## src/rtl/pcl_pkg.sv

```systemverilog
// Package with the word types and command codes of the positional circular list.
`timescale 1ns / 1ps
`default_nettype none
package pcl_pkg;

  typedef enum logic [2:0] {
    MODE_INS_FRONT = 3'd0,
    MODE_INS_BACK  = 3'd1,
    MODE_INS_AT    = 3'd2,
    MODE_DEL_FRONT = 3'd3,
    MODE_DEL_BACK  = 3'd4,
    MODE_DEL_AT    = 3'd5,
    MODE_READ_ALL  = 3'd6,
    MODE_NONE      = 3'd7
  } mode_e;

  typedef enum logic [1:0] {
    ST_OK    = 2'd0,
    ST_EMPTY = 2'd1,
    ST_RANGE = 2'd2,
    ST_FULL  = 2'd3
  } status_e;

  typedef struct packed {
    logic [2:0]         mode;
    logic signed [31:0] value_in;
    logic [7:0]         position;
  } in_word_t;

  typedef struct packed {
    logic signed [31:0] value_out;
    logic [1:0]         status;
    logic [6:0]         entry_count;
    logic               last;
  } out_word_t;

endpackage
`default_nettype wire

```

## src/rtl/pcl_store.sv

```systemverilog
// Slot store: value and link memories with registered reads.
`timescale 1ns / 1ps
`default_nettype none
module pcl_store #(
  parameter int unsigned Depth = 64,
  parameter int unsigned AW    = 6
) (
  input  wire logic          clk_i,
  input  wire logic          lnk_we_i,
  input  wire logic [AW-1:0] lnk_waddr_i,
  input  wire logic [AW-1:0] lnk_wdata_i,
  input  wire logic          val_we_i,
  input  wire logic [AW-1:0] val_waddr_i,
  input  wire logic [31:0]   val_wdata_i,
  input  wire logic [AW-1:0] raddr_i,
  output logic      [AW-1:0] lnk_rdata_o,
  output logic      [31:0]   val_rdata_o
);
  logic [AW-1:0] lnk_mem [Depth];
  logic [31:0]   val_mem [Depth];

  always_ff @(posedge clk_i) begin
    if (lnk_we_i) begin
      lnk_mem[lnk_waddr_i] <= lnk_wdata_i;
    end
    lnk_rdata_o <= lnk_mem[raddr_i];
  end

  always_ff @(posedge clk_i) begin
    if (val_we_i) begin
      val_mem[val_waddr_i] <= val_wdata_i;
    end
    val_rdata_o <= val_mem[raddr_i];
  end
endmodule
`default_nettype wire

```

## src/rtl/positional_circular_list.sv

```systemverilog
// Top level of the positional circular list: command sequencer over the slot store.
// Full, empty, range, one-entry delete and unknown mode answer straight from idle; front delete
// and insert into an empty list pass WALK, WAIT and EXEC; other front/back inserts also pass OUT.
// Positional commands walk the list one link per WALK/WAIT pair; delete back walks to the slot
// before the tail; read all reads each slot, then emits its word when the output is free.
// One command in flight; a new word is taken the cycle after its last result word is sent.
// Reset clears the allocation map, head, tail and count at once; no sweep.
`timescale 1ns / 1ps
`default_nettype none
module positional_circular_list #(
  parameter int unsigned CAPACITY = 64
) (
  input  wire logic              clk_i,
  input  wire logic              rst_ni,
  input  wire logic              in_valid_i,
  output logic                   in_ready_o,
  input  wire pcl_pkg::in_word_t in_word_i,
  output logic                   out_valid_o,
  input  wire logic              out_ready_i,
  output pcl_pkg::out_word_t     out_word_o
);
  localparam int unsigned AW = (CAPACITY > 1) ? $clog2(CAPACITY) : 1;
  localparam int unsigned CW = $clog2(CAPACITY + 1);

  typedef enum logic [5:0] {
    S_IDLE  = 6'b000001,
    S_WALK  = 6'b000010,
    S_WAIT  = 6'b000100,
    S_EXEC  = 6'b001000,
    S_RDOUT = 6'b010000,
    S_OUT   = 6'b100000
  } state_e;

  state_e        state_q, state_d;
  logic [CAPACITY-1:0] used_q, used_d;
  logic [AW-1:0] head_q, head_d, tail_q, tail_d;
  logic [CW-1:0] cnt_q, cnt_d;
  logic [2:0]    mode_q, mode_d;
  logic [31:0]   val_q, val_d;
  logic [CW-1:0] steps_q, steps_d;   // links still to follow
  logic [AW-1:0] cur_q, cur_d;       // slot whose link is being read
  logic [AW-1:0] free_q, free_d;
  logic [CW-1:0] k_q, k_d;
  pcl_pkg::out_word_t res_q, res_d;
  logic          resv_q, resv_d;

  logic          lnk_we, val_we;
  logic [AW-1:0] lnk_wa, lnk_wd, val_wa, raddr, lnk_rd;
  logic [31:0]   val_rd;

  pcl_store #(.Depth(CAPACITY), .AW(AW)) u_store (
    .clk_i, .lnk_we_i(lnk_we), .lnk_waddr_i(lnk_wa), .lnk_wdata_i(lnk_wd),
    .val_we_i(val_we), .val_waddr_i(val_wa), .val_wdata_i(val_q),
    .raddr_i(raddr), .lnk_rdata_o(lnk_rd), .val_rdata_o(val_rd)
  );

  // Lowest free slot, taken when the command is accepted.
  logic [AW-1:0] low_free;
  always_comb begin
    low_free = '0;
    for (int i = CAPACITY - 1; i >= 0; i--) begin
      if (!used_q[i]) low_free = AW'(i);
    end
  end

  assign in_ready_o  = (state_q == S_IDLE) && !resv_q;
  assign out_valid_o = resv_q;
  assign out_word_o  = res_q;

  pcl_pkg::in_word_t iw;
  logic [7:0] pos_w, cnt_w;
  assign iw    = in_word_i;
  assign pos_w = iw.position;
  assign cnt_w = 8'(cnt_q);

  always_comb begin
    state_d = state_q; used_d = used_q; head_d = head_q; tail_d = tail_q;
    cnt_d = cnt_q; mode_d = mode_q; val_d = val_q; steps_d = steps_q;
    cur_d = cur_q; free_d = free_q; k_d = k_q; res_d = res_q; resv_d = resv_q;
    lnk_we = 1'b0; lnk_wa = '0; lnk_wd = '0; val_we = 1'b0; val_wa = free_q;
    raddr = cur_q;
    if (resv_q && out_ready_i) resv_d = 1'b0;

    unique case (state_q)
      S_IDLE: begin
        if (in_valid_i && in_ready_o) begin
          val_d = iw.value_in; free_d = low_free; cur_d = head_q;
          res_d = '{value_out: '0, status: pcl_pkg::ST_OK, entry_count: 7'(cnt_q),
                    last: 1'b1};
          mode_d = iw.mode; steps_d = '0; k_d = '0;
          case (pcl_pkg::mode_e'(iw.mode))
            pcl_pkg::MODE_INS_FRONT, pcl_pkg::MODE_INS_BACK, pcl_pkg::MODE_INS_AT: begin
              if ({1'b0, cnt_q} >= (CW+1)'(CAPACITY)) begin
                res_d.status = pcl_pkg::ST_FULL; resv_d = 1'b1;
              end else begin
                if (iw.mode == pcl_pkg::MODE_INS_AT) begin
                  if (iw.position <= 8'd1) mode_d = pcl_pkg::MODE_INS_FRONT;
                  else if (pos_w >= cnt_w) mode_d = pcl_pkg::MODE_INS_BACK;
                  else steps_d = CW'(pos_w - 2);
                end
                state_d = S_WALK;
              end
            end
            pcl_pkg::MODE_DEL_FRONT, pcl_pkg::MODE_DEL_BACK, pcl_pkg::MODE_DEL_AT: begin
              if (cnt_q == '0 && !(iw.mode == pcl_pkg::MODE_DEL_AT && iw.position > 8'd1))
              begin
                res_d.status = pcl_pkg::ST_EMPTY; resv_d = 1'b1;
              end else if (iw.mode == pcl_pkg::MODE_DEL_AT && iw.position > 8'd1
                           && pos_w > cnt_w) begin
                res_d.status = pcl_pkg::ST_RANGE; resv_d = 1'b1;
              end else if (cnt_q == CW'(1)) begin
                used_d[head_q] = 1'b0; head_d = '0; tail_d = '0; cnt_d = '0;
                res_d.entry_count = '0; resv_d = 1'b1;
              end else begin
                if (iw.mode == pcl_pkg::MODE_DEL_AT) begin
                  if (iw.position <= 8'd1) mode_d = pcl_pkg::MODE_DEL_FRONT;
                  else if (pos_w == cnt_w) mode_d = pcl_pkg::MODE_DEL_BACK;
                  else steps_d = CW'(pos_w - 2);
                end
                if (mode_d == pcl_pkg::MODE_DEL_BACK) steps_d = cnt_q - CW'(2);
                state_d = S_WALK;
              end
            end
            pcl_pkg::MODE_READ_ALL: begin
              if (cnt_q == '0) begin
                res_d.status = pcl_pkg::ST_EMPTY; resv_d = 1'b1;
              end else state_d = S_RDOUT;
            end
            default: resv_d = 1'b1;
          endcase
        end
      end
      // Issue a read of cur; the following state sees its link.
      S_WALK: begin
        raddr = cur_q; state_d = S_WAIT;
      end
      S_WAIT: begin
        if (steps_q != '0) begin
          cur_d = lnk_rd; steps_d = steps_q - CW'(1); state_d = S_WALK;
        end else state_d = S_EXEC;
      end
      // lnk_rd still holds link of cur (prev slot) here.
      S_EXEC: begin
        state_d = S_IDLE; resv_d = 1'b1;
        case (pcl_pkg::mode_e'(mode_q))
          pcl_pkg::MODE_INS_FRONT, pcl_pkg::MODE_INS_BACK: begin
            val_we = 1'b1; used_d[free_q] = 1'b1; cnt_d = cnt_q + CW'(1);
            // Two link writes when the list is not empty: new slot, then tail; done in EXEC and OUT.
            lnk_we = 1'b1; lnk_wa = free_q;
            lnk_wd = (cnt_q == '0) ? free_q : head_q;
            if (cnt_q == '0) begin
              head_d = free_q; tail_d = free_q; resv_d = 1'b1;
            end else begin
              state_d = S_OUT; resv_d = 1'b0;
              if (mode_q == pcl_pkg::MODE_INS_FRONT) head_d = free_q;
              else tail_d = free_q;
            end
            res_d.entry_count = 7'(cnt_q + CW'(1));
          end
          pcl_pkg::MODE_INS_AT: begin
            val_we = 1'b1; used_d[free_q] = 1'b1; cnt_d = cnt_q + CW'(1);
            lnk_we = 1'b1; lnk_wa = free_q; lnk_wd = lnk_rd;
            res_d.entry_count = 7'(cnt_q + CW'(1));
            state_d = S_OUT; resv_d = 1'b0;
          end
          pcl_pkg::MODE_DEL_FRONT: begin
            used_d[head_q] = 1'b0; head_d = lnk_rd; cnt_d = cnt_q - CW'(1);
            lnk_we = 1'b1; lnk_wa = tail_q; lnk_wd = lnk_rd;
            res_d.entry_count = 7'(cnt_q - CW'(1));
          end
          pcl_pkg::MODE_DEL_BACK: begin
            used_d[tail_q] = 1'b0; tail_d = cur_q; cnt_d = cnt_q - CW'(1);
            lnk_we = 1'b1; lnk_wa = cur_q; lnk_wd = head_q;
            res_d.entry_count = 7'(cnt_q - CW'(1));
          end
          default: begin
            // Delete at: read the target's link next.
            free_d = lnk_rd; raddr = lnk_rd; state_d = S_OUT; resv_d = 1'b0;
          end
        endcase
      end
      // Second write of a command.
      S_OUT: begin
        state_d = S_IDLE; resv_d = 1'b1; lnk_we = 1'b1;
        case (pcl_pkg::mode_e'(mode_q))
          pcl_pkg::MODE_INS_AT: begin
            lnk_wa = cur_q; lnk_wd = free_q;
          end
          pcl_pkg::MODE_DEL_AT: begin
            lnk_wa = cur_q; lnk_wd = lnk_rd; used_d[free_q] = 1'b0;
            cnt_d = cnt_q - CW'(1); res_d.entry_count = 7'(cnt_q - CW'(1));
          end
          default: begin
            // Tail links to the newly placed slot.
            lnk_wa = tail_q; lnk_wd = free_q;
            if (mode_q == pcl_pkg::MODE_INS_BACK) lnk_wa = cur_q;
          end
        endcase
      end
      // Read all: read the slot, then emit it, each step only when the output is free.
      S_RDOUT: begin
        if (!resv_q || out_ready_i) begin
          if (steps_q == '0) begin
            raddr = cur_q; steps_d = CW'(1);
          end else begin
            res_d = '{value_out: val_rd, status: pcl_pkg::ST_OK,
                      entry_count: 7'(cnt_q), last: (k_q + CW'(1) == cnt_q)};
            resv_d = 1'b1; cur_d = lnk_rd; steps_d = '0; k_d = k_q + CW'(1);
            if (k_q + CW'(1) == cnt_q) state_d = S_IDLE;
          end
        end
      end
      default: state_d = S_IDLE;
    endcase
  end

  // In insert back, cur still holds the old tail's slot at OUT.
  always_ff @(posedge clk_i or negedge rst_ni) begin
    if (!rst_ni) begin
      state_q <= S_IDLE; used_q <= '0; head_q <= '0; tail_q <= '0;
      cnt_q <= '0; resv_q <= 1'b0; steps_q <= '0; k_q <= '0;
    end else begin
      state_q <= state_d; used_q <= used_d; head_q <= head_d; tail_q <= tail_d;
      cnt_q <= cnt_d; resv_q <= resv_d; steps_q <= steps_d; k_q <= k_d;
    end
  end

  always_ff @(posedge clk_i) begin
    mode_q <= mode_d; val_q <= val_d; free_q <= free_d; res_q <= res_d;
    cur_q  <= (state_q == S_IDLE && in_valid_i && in_ready_o
               && mode_d == pcl_pkg::MODE_INS_BACK) ? tail_q :
              (state_q == S_IDLE && in_valid_i && in_ready_o) ? head_q : cur_d;
  end
endmodule
`default_nettype wire

```

## config.mk

```make
export PLATFORM = sky130hd
export DESIGN_NAME = positional_circular_list
export DESIGN_NICKNAME = d
export VERILOG_FILES = /design/src/rtl/pcl_pkg.sv /design/src/rtl/pcl_store.sv /design/src/rtl/positional_circular_list.sv
export SDC_FILE = /design/constraint.sdc
export NUM_CORES = 2
export LEC_CHECK = 0
export BUFFER_PORTS_ARGS = -buffer_cell sky130_fd_sc_hd__buf_2
export CORE_MARGIN = 8
export CORE_UTILIZATION = 45
export CTS_BUF_LIST = sky130_fd_sc_hd__clkbuf_16
export CTS_CLUSTER_SIZE = 10
export DETAILED_ROUTE_END_ITERATION = 6
export HOLD_SLACK_MARGIN = 0.02
export PLACE_DENSITY = 0.6
export SYNTH_ARGS = -nofsm -noshare
export SYNTH_HDL_FRONTEND = slang
export SYNTH_SLANG_ARGS = --single-unit
```

## constraint.sdc

```tcl
create_clock -name clk_i -period 5.6 [get_ports clk_i]
set_input_delay 0.56 -clock clk_i [delete_from_list [all_inputs] [get_ports clk_i]]
set_output_delay 0.56 -clock clk_i [all_outputs]
set_load 0.01 [all_outputs]
```

==> metrics.json <==
{
  "place": {
    "detailed_placer_s_ending_hpwl_um": 190000,
    "buffer_ports.inserted": 90,
    "gpl.final_weighted_congestion": 0.911
  },
  "logic_synthesis": {
    "post_synth_inst_count": 8683,
    "warnings_from_yosys": 0,
    "synthesized_netlist_net_count": 8748,
    "yosys.cell_types.count": 72,
    "ys_seq_area_frac": 0.722,
    "ys_seq_elements": 2663,
    "mappedNetlistArea_um2": 109000,
    "synth.avg_cell_area_um2": 12.6,
    "synth_flop_cell": "edfxtp_1",
    "synth-async-reset-ratio": 0.0391,
    "number_of_enable_flip_flop_cells_after_synthesis": 2518
  },
  "floorplanning": {
    "row_count": 181,
    "fp.dieH_um": 509,
    "design.core.area_um2": 243000,
    "fp.dieW_um": 509,
    "ioPinCount": 91,
    "initial_core_util": 0.451,
    "die_area_um2": 259000
  },
  "worst_setup_path": {
    "timing.critical_path.from_type": "register",
    "cpPeakStageDelay_ns": 0.79,
    "timing_worst_setup_path_type": "reg -> reg",
    "critical-path-slowest-cell": "a22oi_1",
    "crit_start": "state_q[4]",
    "cp.required_ns": 6.26,
    "critical_path_buf_inv_count": 2,
    "worstSetupEndpointType": "register",
    "cp_top_family": "compound AO/OA/AOI/OAI gates",
    "timing.reg2reg.worst_path_depth": 11,
    "worst_path_arrival_time_ns": 5.79,
    "crit_path_cell_trace": "or4_1 > o31ai_4 > nand2_4 > buf_12 > buf_4 > nand2_1 > nand2_1 > o21ai_0 > o221ai_1 > a22oi_1 > o221ai_1",
    "worst_r2r_startpoint": "state_q[4]",
    "path_depth": 11,
    "regToRegSetupSlack_ns": 0.47,
    "crit_path_max_fanout": 88
  },
  "power": {
    "p_leak_nw": 42.5,
    "vdd_ir_drop_max_uv": 417,
    "power.density_nw_per_um2": 498,
    "power.switching_mw": 22.2,
    "switching_share": 0.360,
    "power.share.clock": 0.292,
    "seq_power_share": 0.385,
    "combinationalPowerShare": 0.323,
    "power.internal_mw": 39.5
  },
  "route": {
    "wl_per_cell_um": 28.0,
    "vias": 74903,
    "detail_route.iter0.violations": 10642,
    "drt_first_pass_iters": 7,
    "wl_um": 340000,
    "drc": 3,
    "antenna_viol_nets_final": 0,
    "drt-vias-per-instance": 6.17
  },
  "final_layout": {
    "design.final.nets": 8825,
    "syn2layout_area_growth_pct": 13.2,
    "final_cell_mix": "edfxtp_1, nand2_1, o21ai_0",
    "final_util": 0.511,
    "final_layout_size_suffix_gt1_frac": 0.0945,
    "layout.cells.most_common": "edfxtp_1"
  },
  "sta": {
    "timing_hold_violations_final": 0,
    "worst_hold_slack_ns": 0.0857,
    "final_period_minus_worst_setup_slack_ns": 5.13,
    "worst_slew_pin_slew_ns": 1.28,
    "final.setup_skew_ns": 0.0584,
    "maxSlewViolCount": 0,
    "post-route-period-util": 0.916,
    "sum_neg_setup_slack_ns": 0,
    "maxSlewHeadroom": 0.144,
    "timing.final.setup_violations": 0,
    "maxClockFrequency_ghz": 0.195,
    "grt_setup_unrepaired": "no"
  },
  "global_route": {
    "grt_pass1_vias": 71412,
    "largest_net_degree_at_the_start_of_global_routing": 189,
    "grt_remaining_overflow": 0,
    "first_pass_grt_wire_length_um": 491000,
    "antenna_found_initial": 13,
    "grt_usage": 0.254
  },
  "cts": {
    "clockRootBuffer": "clkbuf_16",
    "total_clock_sinks": 2663,
    "clk-insertion-delay-late_ns": 0.92,
    "htree_num_levels": 5,
    "postCtsSetupBuffers": 0,
    "cts.reportedPaths.clkPinSlew_ns": 0.06,
    "cts_tree": "built",
    "clock_path_buffers": 4,
    "cts_inserted_buffers": 321
  },
  "hold_path": {
    "hold_class": "in -> reg",
    "whs_path_depth": 4,
    "hp_start": "out_ready_i"
  },
  "run_status": {
    "status": "finished with violations",
    "failed_checks": "design-rule violations"
  },
  "job": {
    "timing.max_cap.violations": 0
  }
}
==> power by group through the flow <==
stage / sequential (mW) / combinational [mW] / clock, mW
finish: 23.7 / 19.9 / 18.0
global route: 23.7 / 21.5 / 19.0
CTS: 23.7 / 19.7 / 18.2
detailed placement: 24.1 / 19.6 / 0
floorplan: 24.3 / 12.0 / 0
global placement: 24.1 / 19.4 / 0
==> metrics by stage <==
stage / total power, mW / setup slack (ns) / instances / instance area, um^2
2_1_floorplan: 36.3 / 1.14 / 8683 / 109000
3_3_place_gp: 43.5 / 0.558 / 11605 / 115000
3_5_place_dp: 43.7 / 0.552 / 11605 / 115000
4_1_cts: 61.6 / 0.535 / 12127 / 124000
5_1_grt: 64.2 / 0.276 / 12132 / 124000
6_report: 61.6 / 0.470 / 12136 / 124000
==> tightest hold or removal path: cells and delay by family <==
kind,cells,cell delay (ns)
AND/OR/NAND/NOR,2,0.17
AO/OA/AOI/OAI,1,0.09
buffers and inverters,1,0.11
==> cell usage after synthesis, types with 14 or more instances <==
| library cell | number | share of area |
|---|---|---|
| o22a_1 | 14 | 0.0011 |
| mux2_2 | 23 | 0.0024 |
| a221oi_1 | 80 | 0.0064 |
| nand2_1 | 2254 | 0.077 |
| mux2i_1 | 16 | 0.0015 |
| and2_1 | 43 | 0.0025 |
| a22oi_1 | 116 | 0.0080 |
| o21ai_0 | 477 | 0.022 |
| nand4_1 | 17 | 0.00097 |
| dfrtp_1 | 103 | 0.024 |
| nand3b_1 | 21 | 0.0014 |
| o22ai_1 | 90 | 0.0051 |
| and3_1 | 314 | 0.018 |
| buf_2 | 133 | 0.0061 |
| edfxtp_1 | 2518 | 0.69 |
| nand3_1 | 331 | 0.015 |
| o32a_1 | 65 | 0.0059 |
| inv_1 | 43 | 0.0015 |
| dfxtp_1 | 41 | 0.0075 |
| a21oi_1 | 117 | 0.0053 |
| nor3_1 | 20 | 0.00091 |
| buf_1 | 52 | 0.0018 |
| a31oi_1 | 316 | 0.018 |
| o21ai_1 | 134 | 0.0061 |
| xnor2_1 | 19 | 0.0015 |
| nor2_1 | 261 | 0.0090 |
| nor2b_1 | 20 | 0.0011 |
| ha_1 | 18 | 0.0021 |
| a211oi_1 | 306 | 0.021 |
| o221ai_1 | 120 | 0.0096 |
| clkbuf_1 | 453 | 0.016 |
==> registers in the layout, summed over array words and instances, names as in the netlist <==
name / flops
u_store.val_mem: 2048
u_store.lnk_mem: 384
used_q: 64
out_word_o: 42
u_store.val_rdata_o: 32
val_q: 32
cnt_q: 7
k_q: 7
steps_q: 7
cur_q: 6
free_q: 6
head_q: 6
state_q: 6
tail_q: 6
u_store.lnk_rdata_o: 6
mode_q: 3
out_valid_o: 1
==> routing by layer <==
metal | vias to the layer above | GRT usage | part of all wire
met4 | 6 | 0.0991 | 0.044
met1 | 37438 | 0.364 | 0.41
li1 | 32586 | - | -
met5 | - | 0 | 0.00013
met2 | 4106 | 0.387 | 0.45
met3 | 767 | 0.0453 | 0.099
==> kinds of logic (layout without fill, tap and decap cells) <==
group / Yosys count / in the layout / synth area share
XOR/XNOR: 21 / 21 / 0.00168
adder cells (fa/ha/maj): 18 / 18 / 0.00206
multiplexers: 39 / 39 / 0.00383
flip-flops: 2663 / 2663 / 0.722
AO/OA/AOI/OAI: 1905 / 1905 / 0.114
AND/OR/NAND/NOR: 3336 / 3336 / 0.130
buffers and inverters: 701 / 943 / 0.0264
other: 0 / 9 / 0
==> final cells by class <==
class / count / area, um^2
Sequential cell: 2663 / 79000
Tap cell: 3202 / 4010
Fill cell: 20581 / 119000
Timing Repair Buffer: 411 / 3660
Inverter: 44 / 165
Multi-Input combinational cell: 5319 / 28100
Antenna cell: 9 / 22.5
Clock inverter: 160 / 643
Clock buffer: 328 / 8210
==> worst paths after layout <==
kind	endpoint
max	u_store.val_rdata_o[0]
min	out_valid_o
max reg2reg	u_store.val_rdata_o[0]
min reg2reg	k_q[6]
max in group asynchronous	used_q[5]
min in group asynchronous	k_q[5]
==> timing repair <==
item | 4_1_cts | 5_1_grt
hold buffers | 34 | 0
hold endpoints to repair | 96 | 0
resized for setup | 0 | 0
(Power assumes the default switching activity.)
